--- src/qebd_pkg.sv ---
// shared constants and types for the quadrature encoder bank decoder
// no dependencies

package qebd_pkg;

   localparam int EncoderCount = 12;
   localparam int PhaseWidth   = 2;
   localparam int WordWidth    = 24;
   localparam int IndexWidth   = 4;

   localparam logic [1:0] PhaseLow  = 2'b00;
   localparam logic [1:0] PhaseHigh = 2'b11;
   localparam logic [1:0] PhaseA    = 2'b01;
   localparam logic [1:0] PhaseB    = 2'b10;

   typedef struct packed {
      logic step;
      logic dir;
   } lane_result_type;

   typedef struct packed {
      logic pend_empty;
      logic pop;
      logic final_pop;
   } merge_status_type;

endpackage

--- src/qebd_lane.sv ---
// one encoder lane: stored phase and step classification
// depends on qebd_pkg

module qebd_lane (
   input  logic                    clock,
   input  logic                    reset,
   input  logic                    load,
   input  logic [1:0]              phase_now,
   output qebd_pkg::lane_result_type result
);

   logic [1:0] prev_ff;
   logic [1:0] prev_in;

   always_comb begin
      result.step = 1'b0;
      result.dir  = 1'b0;
      case (phase_now)
         qebd_pkg::PhaseLow: begin
            if (prev_ff == qebd_pkg::PhaseA) begin
               result.step = 1'b1;
            end else if (prev_ff == qebd_pkg::PhaseB) begin
               result.step = 1'b1;
               result.dir  = 1'b1;
            end
         end
         qebd_pkg::PhaseHigh: begin
            if (prev_ff == qebd_pkg::PhaseB) begin
               result.step = 1'b1;
            end else if (prev_ff == qebd_pkg::PhaseA) begin
               result.step = 1'b1;
               result.dir  = 1'b1;
            end
         end
         default: begin
            result.step = 1'b0;
            result.dir  = 1'b0;
         end
      endcase
   end

   assign prev_in = load ? phase_now : prev_ff;

   always_ff @(posedge clock) begin
      if (reset) begin
         prev_ff <= qebd_pkg::PhaseLow;
      end else begin
         prev_ff <= prev_in;
      end
   end

endmodule

--- src/qebd_merge.sv ---
// merging stage: pending event mask, lowest-first pick, output register
// depends on qebd_pkg

module qebd_merge (
   input  logic                                  clock,
   input  logic                                  reset,
   input  logic                                  load,
   input  logic [qebd_pkg::EncoderCount-1:0]     load_mask,
   input  logic [qebd_pkg::EncoderCount-1:0]     load_dir,
   input  logic                                  rsp_ready,
   output logic                                  rsp_valid,
   output logic [qebd_pkg::IndexWidth-1:0]       rsp_encoder_index,
   output logic                                  rsp_direction,
   output logic                                  rsp_last_event,
   output logic                                  can_load,
   output qebd_pkg::merge_status_type            status
);

   localparam int N = qebd_pkg::EncoderCount;

   logic [N-1:0]                    mask_ff, mask_in;
   logic [N-1:0]                    dir_ff, dir_in;
   logic                            valid_ff, valid_in;
   logic [qebd_pkg::IndexWidth-1:0] index_ff, index_in;
   logic                            direction_ff, direction_in;
   logic                            last_ff, last_in;

   logic [N-1:0]                    lowest;
   logic [N-1:0]                    remaining;
   logic [qebd_pkg::IndexWidth-1:0] pick_index;
   logic                            pick_dir;
   logic                            pend_empty;
   logic                            pop;
   logic                            final_pop;

   assign lowest     = mask_ff & (~mask_ff + N'(1));
   assign remaining  = mask_ff & ~lowest;
   assign pend_empty = (mask_ff == '0);
   assign pop        = !pend_empty && (!valid_ff || rsp_ready);
   assign final_pop  = pop && (remaining == '0);
   assign can_load   = pend_empty || final_pop;

   always_comb begin
      pick_index = '0;
      pick_dir   = 1'b0;
      for (int n = 0; n < N; n++) begin
         pick_index = pick_index | ({qebd_pkg::IndexWidth{lowest[n]}} & n[qebd_pkg::IndexWidth-1:0]);
         pick_dir   = pick_dir | (lowest[n] & dir_ff[n]);
      end
   end

   always_comb begin
      mask_in      = mask_ff;
      dir_in       = dir_ff;
      valid_in     = valid_ff;
      index_in     = index_ff;
      direction_in = direction_ff;
      last_in      = last_ff;
      if (valid_ff && rsp_ready) begin
         valid_in = 1'b0;
      end
      if (pop) begin
         mask_in      = remaining;
         valid_in     = 1'b1;
         index_in     = pick_index;
         direction_in = pick_dir;
         last_in      = (remaining == '0);
      end
      if (load) begin
         mask_in = load_mask;
         dir_in  = load_dir;
      end
   end

   always_ff @(posedge clock) begin
      if (reset) begin
         mask_ff  <= '0;
         valid_ff <= 1'b0;
      end else begin
         mask_ff  <= mask_in;
         valid_ff <= valid_in;
      end
   end

   always_ff @(posedge clock) begin
      dir_ff       <= dir_in;
      index_ff     <= index_in;
      direction_ff <= direction_in;
      last_ff      <= last_in;
   end

   assign rsp_valid         = valid_ff;
   assign rsp_encoder_index = index_ff;
   assign rsp_direction     = direction_ff;
   assign rsp_last_event    = last_ff;

   assign status.pend_empty = pend_empty;
   assign status.pop        = pop;
   assign status.final_pop  = final_pop;

endmodule

--- src/quadrature_encoder_bank_decoder_core.sv ---
// top level of the quadrature encoder bank decoder: twelve lanes and a merging stage
// depends on qebd_pkg, qebd_lane, qebd_merge
//
// channel  direction  handshake            payload
// req      in         req_valid/req_ready  req_phase_word[23:0]
// rsp      out        rsp_valid/rsp_ready  rsp_encoder_index[3:0], rsp_direction, rsp_last_event
//
// all lanes classify a sample in its transfer cycle; one event leaves per cycle unless rsp stalls
// a sample's events leave the merging stage lowest lane first, one with none takes no slot
// the next sample is taken in the cycle the final pending event moves to the output register
// reset clears the stored phases, the pending mask and the output valid
// a stalled rsp holds its register; req is held off while more events wait to move up

module quadrature_encoder_bank_decoder_core (
   input  logic                               clock,
   input  logic                               reset,
   input  logic                               req_valid,
   output logic                               req_ready,
   input  logic [qebd_pkg::WordWidth-1:0]     req_phase_word,
   output logic                               rsp_valid,
   input  logic                               rsp_ready,
   output logic [qebd_pkg::IndexWidth-1:0]    rsp_encoder_index,
   output logic                               rsp_direction,
   output logic                               rsp_last_event
);

   localparam int N = qebd_pkg::EncoderCount;

   logic                         accept;
   logic                         can_load;
   logic [N-1:0]                 step_mask;
   logic [N-1:0]                 step_dir;
   qebd_pkg::lane_result_type    lane_result [N];
   qebd_pkg::merge_status_type   status;

   assign req_ready = can_load;
   assign accept    = req_valid && can_load;

   for (genvar n = 0; n < N; n++) begin : g_lane
      logic [1:0] phase_now;
      if ((n + 1) * qebd_pkg::PhaseWidth <= qebd_pkg::WordWidth) begin : g_in_word
         assign phase_now = req_phase_word[n*qebd_pkg::PhaseWidth +: qebd_pkg::PhaseWidth];
      end else begin : g_past_word
         assign phase_now = qebd_pkg::PhaseLow;
      end

      qebd_lane u_lane (
         .clock     (clock),
         .reset     (reset),
         .load      (accept),
         .phase_now (phase_now),
         .result    (lane_result[n])
      );

      assign step_mask[n] = lane_result[n].step;
      assign step_dir[n]  = lane_result[n].dir;
   end

   qebd_merge u_merge (
      .clock             (clock),
      .reset             (reset),
      .load              (accept),
      .load_mask         (step_mask),
      .load_dir          (step_dir),
      .rsp_ready         (rsp_ready),
      .rsp_valid         (rsp_valid),
      .rsp_encoder_index (rsp_encoder_index),
      .rsp_direction     (rsp_direction),
      .rsp_last_event    (rsp_last_event),
      .can_load          (can_load),
      .status            (status)
   );

`ifndef NO_ASSERTIONS
   a_index_range: assert property (@(posedge clock) disable iff (reset)
      rsp_valid |-> (rsp_encoder_index < qebd_pkg::IndexWidth'(N)))
      else $error("encoder index out of range");

   a_more_pending: assert property (@(posedge clock) disable iff (reset)
      (rsp_valid && !rsp_last_event) |-> !status.pend_empty)
      else $error("non-final event without pending events");

   a_load_when_free: assert property (@(posedge clock) disable iff (reset)
      (req_valid && req_ready) |-> (status.pend_empty || status.final_pop))
      else $error("sample taken over pending events");

   a_last_after_final: assert property (@(posedge clock) disable iff (reset)
      status.final_pop |=> (rsp_valid && rsp_last_event))
      else $error("final pick not marked last");
`endif

endmodule
--- config.mk ---
export PLATFORM = sky130hd
export DESIGN_NAME = quadrature_encoder_bank_decoder_core
export DESIGN_NICKNAME = d
export VERILOG_FILES = /design/src/qebd_pkg.sv /design/src/qebd_lane.sv /design/src/qebd_merge.sv /design/src/quadrature_encoder_bank_decoder_core.sv
export SDC_FILE = /design/constraint.sdc
export NUM_CORES = 1
export LEC_CHECK = 0
export ABC_AREA = 1
export BUFFER_PORTS_ARGS = -buffer_cell sky130_fd_sc_hd__clkbuf_2
export CORE_MARGIN = 2
export CORE_UTILIZATION = 45
export CTS_CLUSTER_DIAMETER = 40
export DETAILED_ROUTE_END_ITERATION = 12
export GPL_TIMING_DRIVEN = 0
export HOLD_SLACK_MARGIN = 0.06
export PLACE_DENSITY = 0.64
export SLEW_MARGIN = 20
export SYNTH_ARGS = -nofsm -noshare
export SYNTH_HDL_FRONTEND = slang
export SYNTH_SLANG_ARGS = --single-unit
export TNS_END_PERCENT = 30
--- constraint.sdc ---
create_clock -name clock -period 1.9 [get_ports clock]
set_input_delay 0.095 -clock clock [delete_from_list [all_inputs] [get_ports clock]]
set_output_delay 0.095 -clock clock [all_outputs]
set_load 0.01 [all_outputs]
-- Word level (Yosys, flattened, before mapping)
Index checks and enable logic that the tools add are counted.
- register bits after elaboration: 55
- output and inout bits: 8
- word-level logic and storage cells: 204
- $add $sub $neg: 1
- equality and inequality tests: 36
- muxes and demuxes: 88
- bitwise gates (word level): 37
- reduce and logical (&&, ||, !) cells: 24
- operators with widths (kind ; count):
    $mux W1 ; 50
    $eq A2 B2 Y1 const B ; 24
    $mux W2 ; 24
    $pmux W2 S2 ; 12
    $and A12 B12 Y12 ; 2
    $eq A2 B1 Y1 const B ; 12
    $logic_not A12 Y1 ; 2
    $logic_not A2 Y1 ; 12
    $mux W12 ; 2
    $not A12 Y12 ; 2
    $or A4 B3 Y4 ; 4
    $or A4 B4 Y4 ; 4
    $add A12 B1 Y12 const B ; 1
    $and A1 B1 Y1 ; 12
    $or A1 B1 Y1 ; 11
    $logic_and A1 B1 Y1 ; 4
    $or A4 B2 Y4 ; 1
    $reduce_bool A2 Y1 ; 2
    $logic_not A1 Y1 ; 2
    $logic_or A1 B1 Y1 ; 2
    $or A1 B2 Y2 ; 1

-- Longest topological paths before layout
Gate-level depths: netlist of run 1.
- word-level depth: 15
- mapped depth: 14

-- By module
A second synthesis of run 1 with hierarchy kept.
- cells, all modules: 497
- area total of the unflattened synthesis: 3574.7 sq um
- by module, submodules not included (module ; instances ; cells an instance ; area an instance (sq um)):
    qebd_lane ; 12 ; 24 ; 162.7
    qebd_merge ; 1 ; 207 ; 1615.3
    quadrature_encoder_bank_decoder_core ; 1 ; 2 ; 7.5

-- Worst setup path after synthesis of run 1
No wires, ideal clock.
- path kind: reg2reg
- start: register u_merge.mask_ff[0]
- end: register u_merge.dir_ff[0] (enable)
- library setup time: 0.307 ns
- arrival time: 1.568 ns
- slack: 0.025 ns
- stages on the path, launching flop included: 9
- path buffers: 1
- clock period less this slack: 1.875 ns
- path through: dfxtp_1 nor2_4 nand2_2 o21ai_1 nand3_2 nor2_4 nand3_4 a21oi_4 buf_6
- longest elaborated chain between the ends: 9
- elaborated cells on any way between the ends: 12
- those cells by class: add/sub (1); bitwise (4); reduce/logical (7)
- RTL lines (item ; line ; RTL):
    from (decl) ; qebd_merge.sv:21 ; logic [N-1:0] mask_ff, mask_in;
    from (signal assigned) ; qebd_merge.sv:80 ; mask_ff <= mask_in;
    $not A12 Y12 ; qebd_merge.sv:36 ; assign lowest = mask_ff & (~mask_ff + N'(1));
    $add A12 B1 Y12 ; qebd_merge.sv:36 ;
    $and A12 B12 Y12 ; qebd_merge.sv:36 ;
    $not A12 Y12 ; qebd_merge.sv:37 ; assign remaining = mask_ff & ~lowest;
    $and A12 B12 Y12 ; qebd_merge.sv:37 ;
    $logic_not A12 Y1 ; qebd_merge.sv:40 ; assign final_pop = pop && (remaining == '0);
    $logic_and A1 B1 Y1 ; qebd_merge.sv:40 ;
    $logic_or A1 B1 Y1 * ; qebd_merge.sv:41 ; assign can_load = pend_empty || final_pop;
    $logic_and A1 B1 Y1 * ; quadrature_encoder_bank_decoder_core.sv:37 ; assign accept = req_valid && can_load;
    to (signal assigned) ; qebd_merge.sv:86 ; dir_ff <= dir_in;
    to (decl) ; qebd_merge.sv:22 ; logic [N-1:0] dir_ff, dir_in;
Every way passes the cells marked *; elsewhere a longest branch is shown, timed or not.
A chain may end at the register's enable or synchronous reset.

-- Worst setup path in the final report of run 1
- start: register u_merge.mask_ff[0]
- end: output req_ready
- longest elaborated chain between the ends: 8
- elaborated cells on any way between the ends: 11
- those cells by class: add/sub (1); bitwise (4); reduce/logical (6)
- RTL lines (item ; line ; RTL):
    $not A12 Y12 ; qebd_merge.sv:36 ;
    $add A12 B1 Y12 ; qebd_merge.sv:36 ;
    $and A12 B12 Y12 ; qebd_merge.sv:36 ;
    $not A12 Y12 ; qebd_merge.sv:37 ;
    $and A12 B12 Y12 ; qebd_merge.sv:37 ;
    $logic_not A12 Y1 ; qebd_merge.sv:40 ;
    $logic_and A1 B1 Y1 ; qebd_merge.sv:40 ;
    $logic_or A1 B1 Y1 * ; qebd_merge.sv:41 ;
    to (decl) ; quadrature_encoder_bank_decoder_core.sv:18 ; output logic req_ready,
Marked as above.

==> results of run 1 <==
[final cells by class]
class	instances	area, um^2	area share [%]
multi-input combinational	316	2100	46.5
sequential	55	1290	28.5
timing repair buffer	69	505	11.2
inverter	80	303	6.70
tap	102	128	2.83
buffer	12	109	2.41
clock buffer	7	76.3	1.69
clock inverter	1	5.00	0.111
[report_power, final]
group          internal [W]  switching (W)
clock              0.000260       0.000383
combinational      0.000378       0.000584
sequential          0.00135      0.0000792
[metal layers]
metal	GRT usage, %	routed length, um
met5	0	0
met2	34.1	4180
met3	2.60	364
met4	7.84	164
met1	27.8	4070
[cells by family (layout without fill, tap and decap cells)]
group                      after synthesis  count (layout)
and+or+nand+nor                        206             206
buffers and inverters                   92             169
AOI/OAI and AO/OA                       62              62
DFF                                     55              55
adders and majority gates               48              48
[repair_timing]
item                                    CTS  global route
endpoints found under the setup margin   49            57
pin swaps                                 8            25
gates cloned                              1             1
setup buffers                            15             5
gates resized for setup                  22            55
hold buffers                             13             0
hold endpoints to repair                 13             0
[cell usage in the layout, fill, tap and decap left out, drive strengths merged]
cell type	n
nor4	1
a21oi	15
o211ai	13
o2111ai	1
inv	80
ha	48
buf	27
nand4	2
nand2	67
nand3b	1
nor3	14
edfxtp	18
clkinv	1
clkbuf	48
nor2	77
dfxtp	37
nand3	42
o21ai	31
dlygate4sd3	13
a311oi	1
or2	2
a211oi	1
[metrics by stage]
| stage | setup WS, ns | instances | hold WS, ns | util [%] | TNS [ns] |
|---|---|---|---|---|---|
| final | -0.186 | 642 | 0.0628 | 58.8 | -5.90 |
| after global routing | -0.297 | 642 | 0.0706 | 58.8 | -11.84 |
| after CTS | -0.164 | 637 | 0.0611 | 55.8 | -5.98 |
| after detailed placement | -0.375 | 600 | 0.271 | 50.2 | -10.86 |
| after global placement | -0.378 | 600 | 0.275 | 50.2 | -10.67 |
| after floorplan | 0.0250 | 463 | 0.164 | - | 0 |
[worst min-delay path by stage]
stage                            start                            to  slack, ns  cells past startpoint
floorplan                        reset            u_merge.mask_ff[0]       0.16                      1
global placement                 reset            u_merge.mask_ff[0]       0.27                      2
detailed placement               reset            u_merge.mask_ff[0]       0.27                      2
CTS                  req_phase_word[9]   g_lane[4].u_lane.prev_ff[1]       0.06                      3
global route         req_phase_word[7]   g_lane[3].u_lane.prev_ff[1]       0.07                      3
finish              req_phase_word[20]  g_lane[10].u_lane.prev_ff[0]       0.06                      3
[registers in the layout, summed over array words and instances (netlist names)]
signal                     cells
u_merge.mask_ff               12
u_merge.rsp_direction          1
u_merge.rsp_valid              1
u_merge.dir_ff                12
g_lane.u_lane.prev_ff         24
u_merge.rsp_encoder_index      4
u_merge.rsp_last_event         1
[worst max-delay path: stages, from the launching register on]
cell     delay [ns]
dfxtp_4        0.37
nor2_4         0.26
nand2_4        0.14
nand2_2        0.09
nand2_2        0.07
nor2_4         0.09
nand2_2        0.08
nor2_4         0.13
nand3_4        0.10
nand2_4        0.12
buf_6          0.13
buf_6          0.10
==> results.cfg, run 1 <==
[detailed_routing]
totalWireLength_mm = 8.78
drt-vias-per-instance = 5.12
first_pass_iters = 5
postRouteAntennaNets = 0
num_vias = 3286
drcViolationCount = 0
wl_per_cell_um = 13.7
first_iter_violations = 202

[clock_network]
htreeDepth = 2
clockBufferDepth = 2
clk_pin_slew_ns = 0.09
cts_tree = built
cts-buffers-inserted = 5
clock-sinks = 55
cts_root_buffer = clkbuf_8
clk_latency_ns = 0.31

[synthesis]
synth-seq-cells = 55
yosys.area.top_type = dfxtp_1
yosys.area_share.simple_pct = 26.5
synth_cell_type_count = 31
synth_area_per_cell_um2 = 7.68
synthMuxAreaShare_pct = 0
synthTopCellsByCount = inv_1 (77), nor2_1 (71), nand2_1 (61), ha_1 (48), nand3_1 (38)
async_flop_share_pct = 0
synth_top_family_by_area = simple AND/OR/NAND/NOR gates
yosysWarnings = 0
ys.flop_type = dfxtp_1
yosys-top-cells-area = dfxtp_1 (21%), ha_1 (17%), edfxtp_1 (15%)
yosys.area_share.xor_xnor_pct = 0
synth_area_mm2 = 0.00356
synthAdderAreaFrac_pct = 16.9
synth_enable_flop_cells = 18
post-synth-top-count-cell = inv_1
synth.top_cell.area_share_pct = 20.8
ys_seq_area_share_pct = 36.0
synth_compound_area_share_pct = 10.2
syn-num-nets = 539
netlist_instances = 463

[critical_path]
endpoint = req_ready
worstPathRequired_ns = 1.80
r2r-start = u_merge.mask_ff[0]
reg2reg_slack_ns = -0.18
critPathArrivalTime_ns = 1.99
worstSetupEndpointType = primary output
rr_worst_depth = 11
reg2reg_to = u_merge.dir_ff[3]
timing.critical_path.from = u_merge.mask_ff[0]
crit_type = flip-flop to primary output
crit_path_max_fanout = 8
cp-start-kind = flip-flop

[pwr]
power.density_mw_per_mm2 = 671
p_leak_nw = 2.22
ir_worst_vdd_mv = 0.329
total_power_w = 0.00303

[timing]
worst_pin_slew_ns = 0.639
fmax_mhz = 479
period_needed_ns = 2.09
period_share_pct = 110
finalHoldViolCount = 0
drv_slew = 0
maxSlewHeadroom_pct = 57.4
rsz0062_at_grt = yes
setup_violations = 49
setup_ws_ns = -0.186
clock_skew_ns = 0.00683

[die]
chipHeight_um = 92.9
pin_count = 36
dieArea_mm2 = 0.00863
die_w_um = 92.9
core-area_mm2 = 0.00769
row_count = 32
start_util_pct = 46.3

[placed_design]
gp_congestion = 0.931
dp_hpwl_mm = 6.00
dpl-instance-area_mm2 = 0.00386
io_buffers = 35

[cells_and_area]
drive_gt1_share_pct = 24.4
fin_nets = 615
fin_area_mm2 = 0.00452
fillers = 707
area_delta_synth_final_pct = 27.0
antenna_cells = 0

[global_route]
grt_pass1_wl_mm = 14.3
grt_pass1_vias = 3064
grt_use_total_pct = 20.7
grt_max_degree = 16
overflow = 0
antenna_found_initial = 0

[outcome]
outcome = finished with violations
violations = setup timing

[worst_hold_path]
min_path_type = primary input to flip-flop

[flow_run]
maxCapViolations = 0
Power figures use the tool's default switching activity.
==> run 2: changes to the inputs <==
--- a/config.mk
+++ b/config.mk
@@ -7,13 +7,15 @@
 export LEC_CHECK = 0
 export ABC_AREA = 1
 export BUFFER_PORTS_ARGS = -buffer_cell sky130_fd_sc_hd__clkbuf_2
+export CELL_PAD_IN_SITES_DETAIL_PLACEMENT = 1
+export CELL_PAD_IN_SITES_GLOBAL_PLACEMENT = 1
 export CORE_MARGIN = 2
-export CORE_UTILIZATION = 45
+export CORE_UTILIZATION = 40
 export CTS_CLUSTER_DIAMETER = 40
 export DETAILED_ROUTE_END_ITERATION = 12
 export GPL_TIMING_DRIVEN = 0
 export HOLD_SLACK_MARGIN = 0.06
-export PLACE_DENSITY = 0.64
+export PLACE_DENSITY = 0.75
 export SLEW_MARGIN = 20
 export SYNTH_ARGS = -nofsm -noshare
 export SYNTH_HDL_FRONTEND = slang
==> results.cfg, run 2 (same netlist as run 1, synthesis figures left out) <==
[outcome]
outcome = finished with violations
violations = setup timing

[critical_path]
crit_slowest_cell = dfxtp_4
crit_top_cell = nor2_4
cp_top_family = simple AND/OR/NAND/NOR gates
path_cells = nor2_4, nand2_4, o21ai_1, nand3_2, nor2_4, nand3_4, a21oi_4, buf_6, buf_4, nand2_1, a21oi_1
worstPathRequired_ns = 2.14
worstSetupEndpointType = flip-flop
crit_path_max_fanout = 7
cp-start-kind = flip-flop
crit_type = flip-flop to flip-flop
cp_slowest_stage_delay_ns = 0.37
critPathArrivalTime_ns = 2.35
path_buf_inv = 2

[global_route]
grt_pass1_wl_mm = 16.1
grt_pass1_vias = 3333
grt_use_total_pct = 20.8
overflow = 0
grt_max_degree = 22
antenna_found_initial = 0

[detailed_routing]
wl_met2_mm = 5.13
first_iter_violations = 107
totalWireLength_mm = 10.0
wl_met3_um = 303
wl_per_cell_um = 15.7
drcViolationCount = 0
drt-vias-per-instance = 5.09
num_vias = 3244
postRouteAntennaNets = 0
first_pass_iters = 4
dr.max_layer_used = met4
drt-met1-wl_mm = 4.45

[die]
die_w_um = 98.3
chipHeight_um = 98.3
pin_count = 36
core-area_mm2 = 0.00868
row_count = 34
start_util_pct = 41.0
dieArea_mm2 = 0.00966

[clock_network]
cts_root_buffer = clkbuf_8
clockBufferDepth = 2
cts_tree = built
clk_pin_slew_ns = 0.10
clock-sinks = 55
cts-buffers-inserted = 5
clk_latency_ns = 0.31
htreeDepth = 2

[pwr]
total_power_w = 0.00310
p_leak_nw = 2.16
ir_worst_vdd_mv = 0.347
power.density_mw_per_mm2 = 707

[timing]
setup_ws_ns = -0.218
maxSlewHeadroom_pct = 59.9
timing.hold.ws_ns = 0.0595
setup_violations = 48
period_share_pct = 111
finalHoldViolCount = 0
drv_slew = 0
fmax_mhz = 472
clock_skew_ns = 0.00785
worst_pin_slew_ns = 0.602
period_needed_ns = 2.12
rsz0062_at_grt = yes

[cells_and_area]
final_cell_mix = inv_1 (77), nor2_1 (58), nand2_1 (55)
largest_register_ffs = 24
fin_area_mm2 = 0.00439
antenna_cells = 0
area_delta_synth_final_pct = 23.5
fillers = 1091
regMostFlops = g_lane.u_lane.prev_ff
drive_gt1_share_pct = 22.1
largestRegisters = g_lane.u_lane.prev_ff (24), u_merge.dir_ff (12), u_merge.mask_ff (12)
final_common_cell = inv_1
fin_nets = 604

[placed_design]
dp_hpwl_mm = 7.31
gp_congestion = 0.882
dpl-instance-area_mm2 = 0.00387
io_buffers = 35

[flow_run]
maxCapViolations = 0

[worst_hold_path]
min_path_type = primary input to flip-flop
-- run 2: changes by cell type in the layout (fill, tap and decap cells not counted), sizes merged --
| cell | change |
|---|---|
| dlygate4sd3 | -5 |
| buf | -5 |
| inv | +1 |
| clkinv | -1 |
| clkbuf | -1 |
-- run 2: metrics by stage --
step | std cells | setup slack [ns] | setup TNS, ns | util (%)
6_report | 637 | -0.218 | -7.48 | 50.6
5_1_grt | 637 | -0.362 | -14.17 | 50.6
4_1_cts | 629 | -0.223 | -7.53 | 48.0
3_5_place_dp | 606 | -0.456 | -14.58 | 44.6
3_3_place_gp | 606 | -0.426 | -12.64 | 44.6
2_1_floorplan | 463 | 0.0250 | 0 | -
-- run 2: per-layer routing --
metal | up-vias | track usage, %
met5 | - | 0
met4 | 0 | 5.16
met3 | 9 | 2.86
met2 | 52 | 37.2
met1 | 1559 | 26.3
li1 | 1624 | -
-- run 2: tightest hold or removal path, delay by kind of cell --
family                 cells  cell delay, ns
buffers and inverters      1            0.11
AO/OA/AOI/OAI              1            0.07
AND/OR/NAND/NOR            1            0.07
-- run 2: final timing paths --
kind	startpoint	to	slack, ns	cells after the start
worst max register to register	u_merge.mask_ff[0]	u_merge.mask_ff[0]	-0.22	11
worst max-delay path	u_merge.mask_ff[0]	u_merge.mask_ff[0]	-0.22	11
worst min register to register	g_lane[0].u_lane.prev_ff[1]	g_lane[0].u_lane.prev_ff[1]	0.51	2
worst min-delay path	req_phase_word[19]	g_lane[9].u_lane.prev_ff[1]	0.06	3
-- run 2: final cells by class --
| type | count | area (um^2) | share of cell area (%) |
|---|---|---|---|
| plain buffers | 12 | 100 | 2.28 |
| well taps | 108 | 135 | 3.08 |
| multi-input cells | 316 | 2060 | 46.9 |
| flip-flops and latches | 55 | 1290 | 29.3 |
| clock buffers | 7 | 96.3 | 2.19 |
| clock inverters | 1 | 6.26 | 0.142 |
| inverters | 80 | 303 | 6.89 |
| repair buffers | 58 | 403 | 9.17 |
-- run 2: report_power, final --
group | leakage (nW) | total (W) | switching (W) | internal, W
Combinational | 1.62 | 0.000944 | 0.000595 | 0.000349
Clock | 0.0548 | 0.000731 | 0.000397 | 0.000334
Sequential | 0.485 | 0.00143 | 0.0000825 | 0.00135
Total | 2.16 | 0.00310 | 0.00107 | 0.00203
-- run 2: repair_timing --
action	4_1_cts	5_1_grt
hold endpoints to repair	8	0
pin swaps	6	24
setup endpoints to repair	55	56
buffers inserted	7	7
gates cloned	0	1
gates resized for setup	18	42
hold buffers	8	0
==> run 3: changes to the inputs <==
--- a/config.mk
+++ b/config.mk
@@ -10,12 +10,14 @@
 export CELL_PAD_IN_SITES_DETAIL_PLACEMENT = 1
 export CELL_PAD_IN_SITES_GLOBAL_PLACEMENT = 1
 export CORE_MARGIN = 2
-export CORE_UTILIZATION = 40
+export CORE_UTILIZATION = 41
+export CTS_BUF_LIST = sky130_fd_sc_hd__clkbuf_2 sky130_fd_sc_hd__clkbuf_4 sky130_fd_sc_hd__clkbuf_8
 export CTS_CLUSTER_DIAMETER = 40
 export DETAILED_ROUTE_END_ITERATION = 12
+export GPL_ROUTABILITY_DRIVEN = 0
 export GPL_TIMING_DRIVEN = 0
 export HOLD_SLACK_MARGIN = 0.06
-export PLACE_DENSITY = 0.75
+export PLACE_DENSITY = 0.77
 export SLEW_MARGIN = 20
 export SYNTH_ARGS = -nofsm -noshare
 export SYNTH_HDL_FRONTEND = slang
==> results.cfg, run 3 (same netlist as run 1, synthesis figures left out) <==
[outcome]
outcome = finished with violations
violations = setup timing

[timing]
clock_skew_ns = 0.00911
setup_ws_ns = -0.194
period_share_pct = 110
maxSlewHeadroom_pct = 43.4
setup_violations = 49
rsz0062_at_grt = yes
fmax_mhz = 478
period_needed_ns = 2.09
finalHoldViolCount = 0
timing.hold.ws_ns = 0.0509
worst_pin_slew_ns = 0.848
drv_slew = 0

[detailed_routing]
first_pass_iters = 4
postRouteAntennaNets = 0
wl_per_cell_um = 15.9
drt-vias-per-instance = 5.18
first_iter_violations = 99
num_vias = 3339
totalWireLength_mm = 10.2
drcViolationCount = 0

[pwr]
p_leak_nw = 2.25
p_int_w = 0.00205
switchingPower_w = 0.00110
total_power_w = 0.00315
power.density_mw_per_mm2 = 694
p_comb_share_pct = 32.8
p_seq_share_pct = 45.2
clkPwrFrac_pct = 21.9
ir_worst_vdd_mv = 0.362
switching_share_pct = 35.0

[cells_and_area]
antenna_cells = 0
fillers = 1012
area_delta_synth_final_pct = 27.7
fin_nets = 615
multi_input_area_mm2 = 0.00209
final_cell_mix = inv_1 (77), nor2_1 (65), nand2_1 (54)
regArea_mm2 = 0.00129
final_common_cell = inv_1
largestRegisters = g_lane.u_lane.prev_ff (24), u_merge.dir_ff (12), u_merge.mask_ff (12)
regMostFlops = g_lane.u_lane.prev_ff
largest_register_ffs = 24
drive_gt1_share_pct = 25.0

[global_route]
grt_pass1_vias = 3445
grt_use_total_pct = 21.2
overflow = 0
antenna_found_initial = 0
grt_pass1_wl_mm = 16.3
grt_max_degree = 22

[critical_path]
timing.critical_path.from = u_merge.mask_ff[0]
crit_top_cell = nand2_4
worstSetupEndpointType = flip-flop
endpoint = u_merge.mask_ff[4]
rr_worst_depth = 15
crit_path_max_fanout = 6
cp_slowest_stage_delay_ns = 0.37
path_cells = nor2_4, nand2_4, inv_4, nand3_4, nand2_2, nand2_4, nor2_4, nand3_4, nand2_4, buf_8, buf_4, nand3_1, nand3_1, nand2_1, inv_1
cp-start-kind = flip-flop
worstPathRequired_ns = 2.16
crit_type = flip-flop to flip-flop
reg2reg_slack_ns = -0.19
critPathArrivalTime_ns = 2.35
crit_slowest_cell = dfxtp_4
reg2reg_to = u_merge.mask_ff[4]
r2r-start = u_merge.mask_ff[0]

[clock_network]
cts-buffers-inserted = 5
clock-sinks = 55
cts_root_buffer = clkbuf_8
htreeDepth = 2
cts_tree = built
clockBufferDepth = 2
clk_latency_ns = 0.32
clk_pin_slew_ns = 0.10

[placed_design]
dp_hpwl_mm = 7.17
io_buffers = 35

[die]
dieArea_mm2 = 0.00943
chipHeight_um = 97.1
core-area_mm2 = 0.00830
row_count = 33
pin_count = 36
start_util_pct = 42.8
die_w_um = 97.1

[worst_hold_path]
min_path_type = primary input to flip-flop

[flow_run]
maxCapViolations = 0
-- run 3: cell types whose count changed in the layout (fill, tap and decap cells not counted), sizes merged --
cell,delta
inv,-1
dlygate4sd3,+1
clkinv,+1
buf,+10
-- run 3: per-stage QoR --
stage,cell area [um^2],cells,worst slack (ns),TNS [ns],utilization [%]
after floorplan,3560,463,0.0250,0,-
after detailed placement,3860,603,-0.402,-12.40,46.5
after global placement,3860,603,-0.393,-11.76,46.5
after CTS,4240,632,-0.184,-6.13,51.0
final,4540,645,-0.194,-6.72,54.7
after global routing,4540,645,-0.301,-12.27,54.7
-- run 3: worst min-delay path by stage --
stage	start	end	slack [ns]	cells after the start
after floorplan	reset	u_merge.mask_ff[0]	0.16	1
after global routing	req_phase_word[6]	g_lane[3].u_lane.prev_ff[0]	0.06	3
after detailed placement	reset	u_merge.mask_ff[0]	0.28	2
after global placement	reset	u_merge.mask_ff[0]	0.28	2
final	req_phase_word[17]	g_lane[8].u_lane.prev_ff[1]	0.05	3
after CTS	req_phase_word[15]	g_lane[7].u_lane.prev_ff[1]	0.06	3
-- run 3: final cells by class --
type / instances / area share (%)
Clock inverter: 1 / 0.110
Clock buffer: 7 / 1.85
Multi-Input combinational cell: 316 / 46.0
Inverter: 80 / 6.67
Tap cell: 105 / 2.89
Sequential cell: 55 / 28.5
Timing Repair Buffer: 69 / 11.5
Buffer: 12 / 2.56
-- run 3: worst max-delay path, delay by kind of cell, from the launching register on --
kind,cells,cell delay [ns]
simple gates,11,1.27
buf+inv,4,0.41
flops,1,0.37
-- run 3: repair_timing --
item / CTS / global route
buffers inserted: 12 / 11
hold buffers: 9 / 0
cloned: 0 / 2
resized for setup: 30 / 43
hold endpoints to repair: 9 / 0
setup endpoints to repair: 50 / 56
pin swaps: 9 / 7
-- run 3: power by group through the flow --
stage | Clock [W] | Sequential (W) | Combinational, W
floorplan | 0 | 0.00145 | 0.000509
global placement | 0 | 0.00145 | 0.000746
detailed placement | 0 | 0.00145 | 0.000788
CTS | 0.000698 | 0.00142 | 0.000895
global route | 0.000753 | 0.00144 | 0.00114
finish | 0.000691 | 0.00143 | 0.00103
-- run 3: routing by layer --
layer	up-vias	share of wire, %	track usage [%]
met5	-	0	0
met3	17	2.8	3.02
li1	1656	-	-
met2	60	50	38.3
met4	0	1.7	4.88
met1	1606	46	26.6
